===== src/hw/rtl/som_pkg.sv =====
// types and constants of the segment offset map
package som_pkg;

    localparam int SEG_W  = 32;
    localparam int LEN_W  = 36;
    localparam int VAL_W  = 33;
    localparam int PH_W   = 2;
    localparam int IN_TDATA_W  = 104;
    localparam int OUT_TDATA_W = 72;

    typedef enum logic [2:0] {
        OP_CLEAR  = 3'd0,
        OP_ADD    = 3'd1,
        OP_FINAL  = 3'd2,
        OP_POS2OFF = 3'd3,
        OP_OFF2POS = 3'd4
    } t_opcode;

    typedef enum logic [1:0] {
        ST_OK        = 2'd0,
        ST_NOT_FOUND = 2'd1,
        ST_FULL      = 2'd2,
        ST_NOT_FINAL = 2'd3
    } t_status;

    typedef enum logic [2:0] {
        RES_OK,
        RES_FULL,
        RES_NOT_FINAL,
        RES_QUERY
    } t_res;

    typedef struct packed {
        logic [SEG_W-1:0] seg_start;
        logic [SEG_W-1:0] seg_end;
        logic [PH_W-1:0]  seg_phase;
    } t_seg;

    // controller to datapath
    typedef struct packed {
        logic capture;
        logic clear;
        logic add;
        logic fin_begin;
        logic key_ld;
        logic cmp_rd;
        logic shift;
        logic place;
        logic len_begin;
        logic len_ev;
        logic fin_done;
        logic q_begin;
        logic q_ev;
        logic res_ld;
        t_res res;
        logic out_ld;
    } t_cmd;

    // datapath to controller
    typedef struct packed {
        t_opcode op;
        logic    full;
        logic    finalized;
        logic    i_lt_n;
        logic    j_zero;
        logic    precedes;
        logic    hit;
        logic    out_free;
    } t_sts;

endpackage


===== src/hw/rtl/som_ram.sv =====
// generic single-port-write ram with registered read
module som_ram #(
    parameter int W = 8,
    parameter int D = 16
) (
    input  logic                           i_clk,
    input  logic                           i_we,
    input  logic [(D > 1 ? $clog2(D) : 1)-1:0] i_wa,
    input  logic [W-1:0]                   i_wd,
    input  logic [(D > 1 ? $clog2(D) : 1)-1:0] i_ra,
    output logic [W-1:0]                   o_rd
);
    logic [W-1:0] r_mem [D];

    always_ff @(posedge i_clk) begin
        if (i_we) begin
            r_mem[i_wa] <= i_wd;
        end
        o_rd <= r_mem[i_ra];
    end
endmodule


===== src/hw/rtl/som_ctrl.sv =====
// sequencer for clear, add, finalize (insertion sort, length sums) and query scan
module som_ctrl (
    input  logic           i_clk,
    input  logic           i_rst_n,
    input  logic           i_valid,
    output logic           o_ready,
    input  som_pkg::t_sts  i_sts,
    output som_pkg::t_cmd  o_cmd
);
    import som_pkg::*;

    typedef enum logic [3:0] {
        S_IDLE, S_DISP, S_KEY_CHK, S_KEY_LD, S_J_CHK, S_CMP,
        S_LEN_CHK, S_LEN_EV, S_Q_CHK, S_Q_EV, S_DONE
    } t_state;

    t_state r_state, n_state;

    assign o_ready = (r_state == S_IDLE);

    always_comb begin
        o_cmd   = '0;
        o_cmd.res = RES_OK;
        n_state = r_state;
        case (r_state)
            S_IDLE: begin
                if (i_valid) begin
                    o_cmd.capture = 1'b1;
                    n_state = S_DISP;
                end
            end
            S_DISP: begin
                o_cmd.res_ld = 1'b1;
                n_state = S_DONE;
                case (i_sts.op)
                    OP_CLEAR: o_cmd.clear = 1'b1;
                    OP_ADD: begin
                        if (i_sts.full) begin
                            o_cmd.res = RES_FULL;
                        end else begin
                            o_cmd.add = 1'b1;
                        end
                    end
                    OP_FINAL: begin
                        o_cmd.res_ld = 1'b0;
                        o_cmd.fin_begin = 1'b1;
                        n_state = S_KEY_CHK;
                    end
                    OP_POS2OFF, OP_OFF2POS: begin
                        if (!i_sts.finalized) begin
                            o_cmd.res = RES_NOT_FINAL;
                        end else begin
                            o_cmd.res_ld = 1'b0;
                            o_cmd.q_begin = 1'b1;
                            n_state = S_Q_CHK;
                        end
                    end
                    default: o_cmd.res = RES_OK;
                endcase
            end
            // ram read at index i is issued in every state, except S_J_CHK with j nonzero, which reads j-1
            S_KEY_CHK: begin
                if (i_sts.i_lt_n) begin
                    n_state = S_KEY_LD;
                end else begin
                    o_cmd.len_begin = 1'b1;
                    n_state = S_LEN_CHK;
                end
            end
            S_KEY_LD: begin
                o_cmd.key_ld = 1'b1;
                n_state = S_J_CHK;
            end
            S_J_CHK: begin
                if (i_sts.j_zero) begin
                    o_cmd.place = 1'b1;
                    n_state = S_KEY_CHK;
                end else begin
                    o_cmd.cmp_rd = 1'b1;
                    n_state = S_CMP;
                end
            end
            S_CMP: begin
                if (i_sts.precedes) begin
                    o_cmd.shift = 1'b1;
                    n_state = S_J_CHK;
                end else begin
                    o_cmd.place = 1'b1;
                    n_state = S_KEY_CHK;
                end
            end
            S_LEN_CHK: begin
                if (i_sts.i_lt_n) begin
                    n_state = S_LEN_EV;
                end else begin
                    o_cmd.fin_done = 1'b1;
                    o_cmd.res_ld = 1'b1;
                    n_state = S_DONE;
                end
            end
            S_LEN_EV: begin
                o_cmd.len_ev = 1'b1;
                n_state = S_LEN_CHK;
            end
            S_Q_CHK: begin
                if (i_sts.i_lt_n && !i_sts.hit) begin
                    n_state = S_Q_EV;
                end else begin
                    o_cmd.res_ld = 1'b1;
                    o_cmd.res = RES_QUERY;
                    n_state = S_DONE;
                end
            end
            S_Q_EV: begin
                o_cmd.q_ev = 1'b1;
                n_state = S_Q_CHK;
            end
            S_DONE: begin
                if (i_sts.out_free) begin
                    o_cmd.out_ld = 1'b1;
                    n_state = S_IDLE;
                end
            end
            default: n_state = S_IDLE;
        endcase
    end

    always_ff @(posedge i_clk) begin
        if (!i_rst_n) begin
            r_state <= S_IDLE;
        end else begin
            r_state <= n_state;
        end
    end
endmodule


===== src/hw/rtl/som_dp.sv =====
// segment tables, counters, compare/translate logic and output register
module som_dp #(
    parameter int MAX_SEGMENTS = 16
) (
    input  logic                              i_clk,
    input  logic                              i_rst_n,
    input  logic                              i_cfg_wr_en,
    input  logic                              i_cfg_wr_data,
    input  logic [som_pkg::IN_TDATA_W-1:0]    i_tdata,
    input  logic [2:0]                        i_tuser,
    input  logic                              i_out_ready,
    output logic                              o_out_valid,
    output logic [som_pkg::OUT_TDATA_W-1:0]   o_tdata,
    output logic [1:0]                        o_tuser,
    input  som_pkg::t_cmd                     i_cmd,
    output som_pkg::t_sts                     o_sts
);
    import som_pkg::*;

    localparam int AW = (MAX_SEGMENTS > 1) ? $clog2(MAX_SEGMENTS) : 1;
    localparam int CW = $clog2(MAX_SEGMENTS + 1);
    localparam logic [CW-1:0] MAX_CNT = CW'(MAX_SEGMENTS);

    t_opcode          r_op;
    t_seg             r_item;
    logic [SEG_W-1:0] r_q;
    logic [CW-1:0]    r_count, r_i, r_j;
    logic             r_fin, r_minus, r_hit, r_valid;
    t_seg             r_key;
    logic [LEN_W-1:0] r_run, r_total;
    logic [PH_W-1:0]  r_fphase;
    logic [SEG_W-1:0] r_map;
    t_res             r_res;
    logic [1:0]       r_ostatus;
    logic [VAL_W-1:0] r_omapped;
    logic [LEN_W-1:0] r_ototal;
    logic [PH_W-1:0]  r_ophase;

    t_seg             seg_rd, seg_wd;
    logic [AW-1:0]    seg_wa, seg_ra;
    logic             seg_we;
    logic [LEN_W-1:0] lb_rd;
    logic [SEG_W:0]   seg_len;
    logic [LEN_W:0]   run_sum, lo_plus_len;
    logic [SEG_W-1:0] q_dist, off;
    logic [LEN_W:0]   pos_sum;
    logic             q_hit;
    logic [SEG_W-1:0] q_map;

    assign seg_we = i_cmd.add | i_cmd.shift | i_cmd.place;
    assign seg_wa = i_cmd.add ? r_count[AW-1:0] : r_j[AW-1:0];
    assign seg_wd = i_cmd.add ? r_item : (i_cmd.shift ? seg_rd : r_key);
    assign seg_ra = i_cmd.cmp_rd ? AW'(r_j - 1'b1) : r_i[AW-1:0];

    som_ram #(.W($bits(t_seg)), .D(MAX_SEGMENTS)) u_seg_ram (
        .i_clk (i_clk),
        .i_we  (seg_we),
        .i_wa  (seg_wa),
        .i_wd  (seg_wd),
        .i_ra  (seg_ra),
        .o_rd  (seg_rd)
    );

    som_ram #(.W(LEN_W), .D(MAX_SEGMENTS)) u_len_ram (
        .i_clk (i_clk),
        .i_we  (i_cmd.len_ev),
        .i_wa  (r_i[AW-1:0]),
        .i_wd  (r_run),
        .i_ra  (r_i[AW-1:0]),
        .o_rd  (lb_rd)
    );

    // inclusive length, zero for an inverted segment
    assign seg_len = (seg_rd.seg_end >= seg_rd.seg_start)
                   ? ({1'b0, seg_rd.seg_end} - {1'b0, seg_rd.seg_start} + 1'b1)
                   : '0;
    assign run_sum = {1'b0, r_run} + (LEN_W + 1)'(seg_len);

    always_comb begin
        q_dist = r_minus ? (seg_rd.seg_end - r_q) : (r_q - seg_rd.seg_start);
        pos_sum = {1'b0, lb_rd} + (LEN_W + 1)'(q_dist);
        lo_plus_len = {1'b0, lb_rd} + (LEN_W + 1)'(seg_len);
        off = r_q - lb_rd[SEG_W-1:0];
        if (r_op == OP_POS2OFF) begin
            q_hit = (r_q >= seg_rd.seg_start) && (r_q <= seg_rd.seg_end);
            q_map = (pos_sum > (LEN_W + 1)'(32'hFFFF_FFFF)) ? '1 : pos_sum[SEG_W-1:0];
        end else begin
            q_hit = (seg_len != '0) && ((LEN_W + 1)'(r_q) >= {1'b0, lb_rd})
                  && ((LEN_W + 1)'(r_q) < lo_plus_len);
            q_map = r_minus ? (seg_rd.seg_end - off) : (seg_rd.seg_start + off);
        end
    end

    assign o_sts.op        = r_op;
    assign o_sts.full      = (r_count == MAX_CNT);
    assign o_sts.finalized = r_fin;
    assign o_sts.i_lt_n    = (r_i < r_count);
    assign o_sts.j_zero    = (r_j == '0);
    assign o_sts.precedes  = r_minus ? (r_key.seg_start > seg_rd.seg_start)
                                     : (r_key.seg_start < seg_rd.seg_start);
    assign o_sts.hit       = r_hit;
    assign o_sts.out_free  = !r_valid || i_out_ready;

    // control state
    always_ff @(posedge i_clk) begin
        if (!i_rst_n) begin
            r_count <= '0;
            r_fin   <= 1'b0;
            r_minus <= 1'b0;
            r_valid <= 1'b0;
        end else begin
            if (i_cfg_wr_en) begin
                r_minus <= i_cfg_wr_data;
            end
            if (i_cmd.clear) begin
                r_count <= '0;
                r_fin   <= 1'b0;
            end
            if (i_cmd.add) begin
                r_count <= r_count + 1'b1;
                r_fin   <= 1'b0;
            end
            if (i_cmd.fin_done) begin
                r_fin <= 1'b1;
            end
            if (i_cmd.out_ld) begin
                r_valid <= 1'b1;
            end else if (i_out_ready) begin
                r_valid <= 1'b0;
            end
        end
    end

    // working registers
    always_ff @(posedge i_clk) begin
        if (i_cmd.capture) begin
            r_op   <= t_opcode'(i_tuser);
            r_item <= '{seg_start: i_tdata[31:0], seg_end: i_tdata[63:32],
                        seg_phase: i_tdata[65:64]};
            r_q    <= i_tdata[97:66];
        end
        if (i_cmd.fin_begin) begin
            r_i <= CW'(1);
        end
        if (i_cmd.key_ld) begin
            r_key <= seg_rd;
            r_j   <= r_i;
        end
        if (i_cmd.shift) begin
            r_j <= r_j - 1'b1;
        end
        if (i_cmd.place) begin
            r_i <= r_i + 1'b1;
        end
        if (i_cmd.len_begin) begin
            r_i      <= '0;
            r_run    <= '0;
            r_fphase <= '0;
        end
        if (i_cmd.len_ev) begin
            r_run <= run_sum[LEN_W] ? '1 : run_sum[LEN_W-1:0];
            if (r_i == '0) begin
                r_fphase <= seg_rd.seg_phase;
            end
            r_i <= r_i + 1'b1;
        end
        if (i_cmd.fin_done) begin
            r_total <= r_run;
        end
        if (i_cmd.q_begin) begin
            r_i   <= '0;
            r_hit <= 1'b0;
        end
        if (i_cmd.q_ev) begin
            r_hit <= q_hit;
            r_map <= q_map;
            r_i   <= r_i + 1'b1;
        end
        if (i_cmd.res_ld) begin
            r_res <= i_cmd.res;
        end
        if (i_cmd.out_ld) begin
            case (r_res)
                RES_FULL: begin
                    r_ostatus <= ST_FULL;
                    r_omapped <= '0;
                    r_ototal  <= '0;
                    r_ophase  <= '0;
                end
                RES_NOT_FINAL: begin
                    r_ostatus <= ST_NOT_FINAL;
                    r_omapped <= '0;
                    r_ototal  <= '0;
                    r_ophase  <= '0;
                end
                RES_QUERY: begin
                    r_ostatus <= r_hit ? ST_OK : ST_NOT_FOUND;
                    r_omapped <= r_hit ? {1'b0, r_map} : '1;
                    r_ototal  <= r_total;
                    r_ophase  <= r_fphase;
                end
                default: begin
                    r_ostatus <= ST_OK;
                    r_omapped <= '0;
                    r_ototal  <= '0;
                    r_ophase  <= '0;
                end
            endcase
        end
    end

    assign o_out_valid = r_valid;
    assign o_tuser     = r_ostatus;
    assign o_tdata     = {1'b0, r_ophase, r_ototal, r_omapped};
endmodule


===== src/hw/rtl/segment_offset_map_unit.sv =====
// segment offset map: top level joining controller and datapath
// Holds up to MAX_SEGMENTS inclusive segments and translates positions to
// concatenated offsets and back, one command at a time. Clear, add and
// rejected commands pass from dispatch to the done state for their result.
// Finalize runs an insertion sort through the segment ram, shifting one
// element per move, then sums the running lengths segment by segment. A
// query scans the sorted table segment by segment until the first hit or
// the end of the table. The next command is taken once a result sits in
// the output register.
module segment_offset_map_unit #(
    parameter int MAX_SEGMENTS = 16
) (
    input  logic         i_clk,
    input  logic         i_rst_n,
    input  logic         i_cfg_wr_en,
    input  logic         i_cfg_wr_data,   // strand_minus
    input  logic         s_axis_tvalid,
    output logic         s_axis_tready,
    input  logic [103:0] s_axis_tdata,    // seg_start, seg_end, seg_phase, query_value, pad
    input  logic [2:0]   s_axis_tuser,    // opcode
    output logic         m_axis_tvalid,
    input  logic         m_axis_tready,
    output logic [71:0]  m_axis_tdata,    // mapped_value, total_length, first_phase, pad
    output logic [1:0]   m_axis_tuser     // status
);
    import som_pkg::*;

    t_cmd cmd;
    t_sts sts;

    som_ctrl u_ctrl (
        .i_clk   (i_clk),
        .i_rst_n (i_rst_n),
        .i_valid (s_axis_tvalid),
        .o_ready (s_axis_tready),
        .i_sts   (sts),
        .o_cmd   (cmd)
    );

    som_dp #(.MAX_SEGMENTS(MAX_SEGMENTS)) u_dp (
        .i_clk         (i_clk),
        .i_rst_n       (i_rst_n),
        .i_cfg_wr_en   (i_cfg_wr_en),
        .i_cfg_wr_data (i_cfg_wr_data),
        .i_tdata       (s_axis_tdata),
        .i_tuser       (s_axis_tuser),
        .i_out_ready   (m_axis_tready),
        .o_out_valid   (m_axis_tvalid),
        .o_tdata       (m_axis_tdata),
        .o_tuser       (m_axis_tuser),
        .i_cmd         (cmd),
        .o_sts         (sts)
    );
endmodule


===== config.mk =====
export PLATFORM = sky130hd
export DESIGN_NAME = segment_offset_map_unit
export DESIGN_NICKNAME = d
export VERILOG_FILES = /design/src/hw/rtl/som_pkg.sv /design/src/hw/rtl/som_ram.sv /design/src/hw/rtl/som_ctrl.sv /design/src/hw/rtl/som_dp.sv /design/src/hw/rtl/segment_offset_map_unit.sv
export SDC_FILE = /design/constraint.sdc
export NUM_CORES = 2
export LEC_CHECK = 0
export ABC_AREA = 0
export BUFFER_PORTS_ARGS = -buffer_cell sky130_fd_sc_hd__buf_2
export CAP_MARGIN = 20
export CORE_ASPECT_RATIO = 1.1
export CORE_MARGIN = 2
export CORE_UTILIZATION = 55
export DETAILED_ROUTE_END_ITERATION = 12
export GPL_ROUTABILITY_DRIVEN = 1
export MAX_ROUTING_LAYER = met4
export PLACE_DENSITY = 0.84
export SLEW_MARGIN = 20
export SYNTH_ARGS = -nofsm -noshare
export SYNTH_HDL_FRONTEND = slang
export SYNTH_HIERARCHICAL = 1
export SYNTH_SLANG_ARGS = --single-unit

===== constraint.sdc =====
create_clock -name i_clk -period 8.55 [get_ports i_clk]
set_clock_uncertainty 0.15 [all_clocks]
set_input_delay 0.855 -clock i_clk [delete_from_list [all_inputs] [get_ports i_clk]]
set_output_delay 0.855 -clock i_clk [all_outputs]
set_load 0.03 [all_outputs]

After elaboration in Yosys (flattened, before gate mapping) --
Memory sizes are Yosys's and may differ from the RTL's. A register that Yosys moved wholly into a read port is not among the register bits. Index checks and enable logic that the tools add are counted.
Cells by class: add/subtract/negate cells 13, shifts and indexed selects 0, eq/ne operators 20, muxes and demuxes 84, bitwise gates (word level) 2, magnitude comparators 9, multipliers 0, divide/modulo/power cells 0, reductions and logical operators 21
Operator list (count):
- 66-bit 2-to-1 mux | 2
- 32-bit 2-to-1 mux | 4
- 32-bit subtractor | 4
- 36-bit 2-to-1 mux | 3
- 36-bit by 33-bit adder with 37-bit output | 2
- 33-bit 2-to-1 mux | 2
- 32-bit greater-or-equal comparator | 2
- 5-bit 2-to-1 mux | 10
- 4-bit case mux with 11 select lines | 1
- 1-bit 2-to-1 mux | 39
- 36-bit by 32-bit adder with 37-bit output | 1
- 37-bit by 32-bit greater-than comparator with 1-bit output (second input constant) | 1
- 32-bit by 37-bit less-than comparator with 1-bit output | 1
- 32-bit by 36-bit greater-or-equal comparator with 1-bit output | 1
- 33-bit by 1-bit adder with 33-bit output (second input constant) | 1
- 33-bit nonzero test | 1
- 32-bit by 32-bit subtractor with 33-bit output | 1
- 32-bit adder | 1
- 32-bit greater-than comparator | 1
- 32-bit less-or-equal comparator | 1
- 32-bit less-than comparator | 1
- 4-bit 2-to-1 mux | 6
- 4-bit by 3-bit == test with 1-bit output (second input constant) | 4
- 3-bit by 2-bit == test with 1-bit output (second input constant) | 4
- other kinds (29) | 55
Storage, ports and cells: memory bits (writable) 1632, memories kept 2, bits in read-only memories 0, register bits after elaboration 372, output and inout port bits 76, latch bits 0
Memories:
- u_dp.u_seg_ram.r_mem | depth 16, bits a word 66, read ports 1, clocked after Yosys merged registers in 1, write ports 1, RTL line som_ram.sv:13 | logic [W-1:0] r_mem [D];
- u_dp.u_len_ram.r_mem | depth 16, bits a word 36, read ports 1, clocked after Yosys merged registers in 1, write ports 1, RTL line som_ram.sv:13

Logic depth before layout (Yosys ltp) --
depth in word-level cells 10, depth in mapped cells 36, depth with buffers taken out 36

By module --
Netlist, hierarchy kept.
By module, submodules not included:
- som_ram at u_dp.u_seg_ram | times used 1, cells each 1698, area each 40800.4 µm²
- som_dp | times used 1, cells each 3516, area each 32502.4 µm²
- som_ram at u_dp.u_len_ram | times used 1, cells each 938, area each 22320.2 µm²
- som_ctrl | times used 1, cells each 77, area each 520.5 µm²

Worst setup path before layout --
Ideal clock, no wire load.
path type register to register, from reg u_dp.u_seg_ram.o_rd[35] (read register of u_dp.u_seg_ram.r_mem), to mem u_dp/u_seg_ram/r_mem[0][0] (netlist bit), enable pin, path buffers 2, setup time 0.571 ns, slack -0.542 ns, clock period less this slack 9.092 ns, data arrival time 8.371 ns, stages on the path, launching flop included 21, required time 7.829 ns, path through dfxtp_1 > inv_1 > ha_1 > nor2b_1 > o21a_1 > o21a_1 > o21a_1 > o21a_1 > o21a_1 > o21a_1 > o21ai_0 > nand2_1 > a21oi_1 > mux2i_1 > nand4b_1 > inv_1 > clkbuf_1 > buf_1 > or3_1 > or3b_2 > nor3_1
RTL lines:
- start, declared | RTL line som_ram.sv:11 | output logic [W-1:0] o_rd
- end, declared | RTL line som_ram.sv:13

Worst setup path in the final report --
from reg u_dp.u_seg_ram.o_rd[36] (read register of u_dp.u_seg_ram.r_mem), to reg u_dp.r_hit, data pin
Between the ends: longest elaborated chain between the ends 8, elaborated cells between the ends (all ways) 13
Ends and longest elaborated chain:
- 32-bit by 32-bit subtractor with 33-bit output | RTL line som_dp.sv:75 | ? ({1'b0, seg_rd.seg_end} - {1'b0, seg_rd.seg_start} + 1'b1)
- 33-bit by 1-bit adder with 33-bit output | RTL line som_dp.sv:75
- 33-bit 2-to-1 mux | RTL line som_dp.sv:75
- 36-bit by 33-bit adder with 37-bit output / 33-bit nonzero test (equally long branches) | RTL line som_dp.sv:82, som_dp.sv:88
- 32-bit by 37-bit less-than comparator with 1-bit output / 1-bit logical AND (equally long branches) | RTL line som_dp.sv:89, som_dp.sv:88
- 1-bit logical AND | RTL line som_dp.sv:89 | && ((LEN_W + 1)'(r_q) < lo_plus_len);
- 1-bit 2-to-1 mux (*) | RTL line som_dp.sv:84 | if (r_op == OP_POS2OFF) begin
- 1-bit 2-to-1 mux (*) | RTL line som_dp.sv:174 | if (i_cmd.q_ev) begin
- end signal, assigned | RTL line som_dp.sv:175 | r_hit <= q_hit;
- end, declared | RTL line som_dp.sv:28 | logic r_fin, r_minus, r_hit, r_valid;
Mark *: on every way between the ends. The rest lies on a longest branch, timed or not. A chain may end at the register's enable or synchronous reset.

==> results by group <==
Run status
  • Status: finished, final reports clean

Timing
  • Max Clk Rate: around 120 MHz
  • Fin. Hold Viols: 0
  • Rel. slew slack: around 25%
  • RSZ-0062 raised after global routing: false
  • Fin crit share: approximately 96%
  • Worst slew pin tran: between 1000 and 1500 ps
  • Min cycle time layout: 8210 ps
  • Final setup vio count: 0
  • Slew Viols, Final: 0
  • Final TNS setup: 0 ps

Global route
  • Largest net degree at the start of global routing: 149
  • Antenna violations before repair: 9
  • Global Route Usage Sum: between 30% and 40%
  • Grt total ovfl: 0
  • Global-route wire length before repair: between 300,000 and 400,000 um
  • Vias in the first global route: 60,700

Worst setup path
  • Crit. End Element: register
  • Worst path most repeated cell: o21ai_0
  • Data required, critical path: around 9000 ps
  • Crit-path max cell delay: 450 ps
  • FF-to-FF path depth: 36
  • Worst EP arrival: slightly below 9000 ps
  • Crit path kind: reg -> reg
  • Max Fanout on Critical Path: 4
  • Slowest cell on crit path: fa_1
  • Nature of the critical path startpoint: register

Clock network
  • Clock sinks: about 2,100
  • Clk pin slew, worst setup/hold paths: around 60 ps
  • Buffer count from post-CTS setup fixing: 0
  • TritonCTS clock tree: built
  • Clk_lat worst skew: 880 ps
  • CTS H-Tree Depth: 4
  • Max clock buf depth: 3
  • CTS root buffer: clkbuf_16
  • Inserted Clock Buffers: ~200

Detailed routing
  • DRT iter0 DRCs: roughly 8,000
  • Drc violations: 0
  • Via/cell ratio: between 6 and 7
  • Wire per inst: roughly 30 um
  • 1st-pass router iterations: 6
  • Final antenna-violating net count: 0
  • Drt total wl: roughly 270,000 um
  • Vias: 60,200

Layout
  • Share of cells above drive strength 1: between 10% and 20%
  • Reg area: roughly 62,000 um2
  • Layout overhead on the synthesized area: 12.1%
  • Most common cell after layout, fill and taps aside: edfxtp_1
  • Commonest non-fill, non-tap cells in the layout: edfxtp_1, mux4_2, ha_1, nand2_1, a21oi_1
  • Layout fillers: approximately 12,000
  • Area of the multi-input gates: ~32,000 um2
  • Total Nets Final: between 7,000 and 8,000

Synth
  • Synth Flop Type: edfxtp_1
  • Flops & latches, synth: about 2,100
  • Share of the synthesized area in the top cell type: 62.2%
  • EDFF count, synth: slightly below 2,000
  • Largest cells by area after synthesis: edfxtp_1, mux4_2, ha_1
  • Mapped Area: about 96,000 um2
  • Post-synth ARST share: 0%
  • Yosys top cell by area: edfxtp_1
  • Sequential area share after synthesis: between 60% and 70%
  • Post-synthesis cell count: roughly 6,200
  • Synthesized Nets: just under 7,000
  • Yosys warning count: 6
  • Synth cell types: 102
  • Avg Inst Size Synth: roughly 15 um2

Floorplan
  • IO Count: 189
  • Die Wd: 403 um
  • Die height: about 440 um
  • Die area: roughly 180,000 um2
  • Row cnt: 160
  • Initial core utilization: between 50% and 60%
  • CORE AREA: roughly 170,000 um2

Placement
  • GP Congestion: 1.01
  • Hpwl dp: between 150,000 and 200,000 um
  • PortBufs: about 180

Hold path
  • Hold Path Stages: 1
  • Hold Crit Class: in -> reg

Job
  • # Max-Cap Violations: 0
synthesized netlist by cell type, types with 32 or more instances:
master and instances:
a211oi_1 49, a21boi_0 36, a21o_1 129, a21oi_1 347, a22oi_1 212, a31oi_1 32
and2_1 73, and3_1 40, buf_2 34, clkbuf_1 150, dfxtp_1 116, edfxtp_1 1990
ha_1 393, inv_1 253, mux2i_1 87, mux4_2 408, nand2_1 366, nand2b_1 69
nand3_1 66, nand4_1 51, nor2_1 234, nor2b_1 54, nor3_1 59, o21a_1 51
o21ai_0 249, o21bai_1 38, xnor2_1 134, xor2_1 121
final timing paths:
kind                                               from          endpoint  slack [ps]
worst min register to register         u_dp/r_fphase[0]  u_dp/r_fphase[0]         330
worst max-delay path            u_dp/u_seg_ram/o_rd[36]        u_dp/r_hit         340
worst min-delay path                   s_axis_tdata[68]       u_dp/r_q[2]          70
worst max register to register  u_dp/u_seg_ram/o_rd[36]        u_dp/r_hit         340
what timing repair did:
item	4_1_cts	5_1_grt
hold buffers	64	0
hold endpoints to repair	64	0
setup endpoints to repair	0	1
resized for setup	0	5
routing by layer:
layer / up-vias / global-route usage, % / wire, um
li1: 25200 / - / -
met1: 30000 / 37.7 / 95800
met2: 4168 / 51.3 / 135000
met3: 824 / 5.01 / 26300
met4: 0 / 17.5 / 17100
met5: - / - / 0
per-stage QoR:
stage | util, % | hold slack (ps) | instance area (um2) | std cells | setup slack (ps)
final | 62.3 | 73.1 | 108000 | 9031 | 336
after detailed placement | 58.1 | 313 | 101000 | 8587 | 329
after CTS | 62.2 | 16.1 | 108000 | 9009 | 243
after global routing | 62.2 | 37.5 | 108000 | 9023 | 64.4
after floorplan | - | 280 | 96200 | 6229 | 1250
after global placement | 58.0 | 298 | 100000 | 8579 | 574
final cells by class:
type	instances	area share [%]
antenna	14	0.0325
clock buffer	244	4.79
clock inverter	114	1.24
inverter	253	0.883
multi-input combinational	3622	30.0
sequential	2106	57.6
tap	2268	2.63
timing repair buffer	410	2.85
flip-flops by register name, indices dropped and copies added (netlist names), 3 cells and up:
name,cells
u_dp/r_j,5
u_dp/r_res,3
u_dp/r_i,5
u_dp/r_map,32
u_dp/r_item,66
u_dp/r_count,5
u_dp/u_len_ram/o_rd,36
u_dp/r_total,36
u_dp/r_op,3
u_dp/r_omapped,33
u_dp/u_seg_ram/r_mem,1056
u_ctrl/r_state,4
u_dp/r_ototal,36
u_dp/u_len_ram/r_mem,576
u_dp/r_q,32
u_dp/r_key,66
u_dp/u_seg_ram/o_rd,66
u_dp/r_run,36
worst max-delay path: cells and delay by family, from the launching register on:
kind	cells	cell delay [ps]
XOR/XNOR	2	320
buffers and inverters	4	580
flip-flops	1	410
AND/OR/NAND/NOR	10	1750
AO/OA/AOI/OAI	16	3290
adder cells (fa/ha/maj)	4	1420
cell families (layout without fill, tap and decap cells):
kind of cell               after synthesis  count (layout)  share of synthesized area [%]
adders and majority gates              417             417                           5.61
and+or+nand+nor                       1113            1113                           5.65
AOI/OAI and AO/OA                     1335            1335                           9.11
other                                    2              16                        0.00781
xor gates and xnor gates               255             255                           2.32
DFF                                   2106            2106                           64.6
muxes                                  500             500                           10.5
buffers and inverters                  501            1021                           2.20
Power is left out: the tool's default activity adds up to more than one toggle a clock period on the data nets, which glitch-free logic cannot reach.
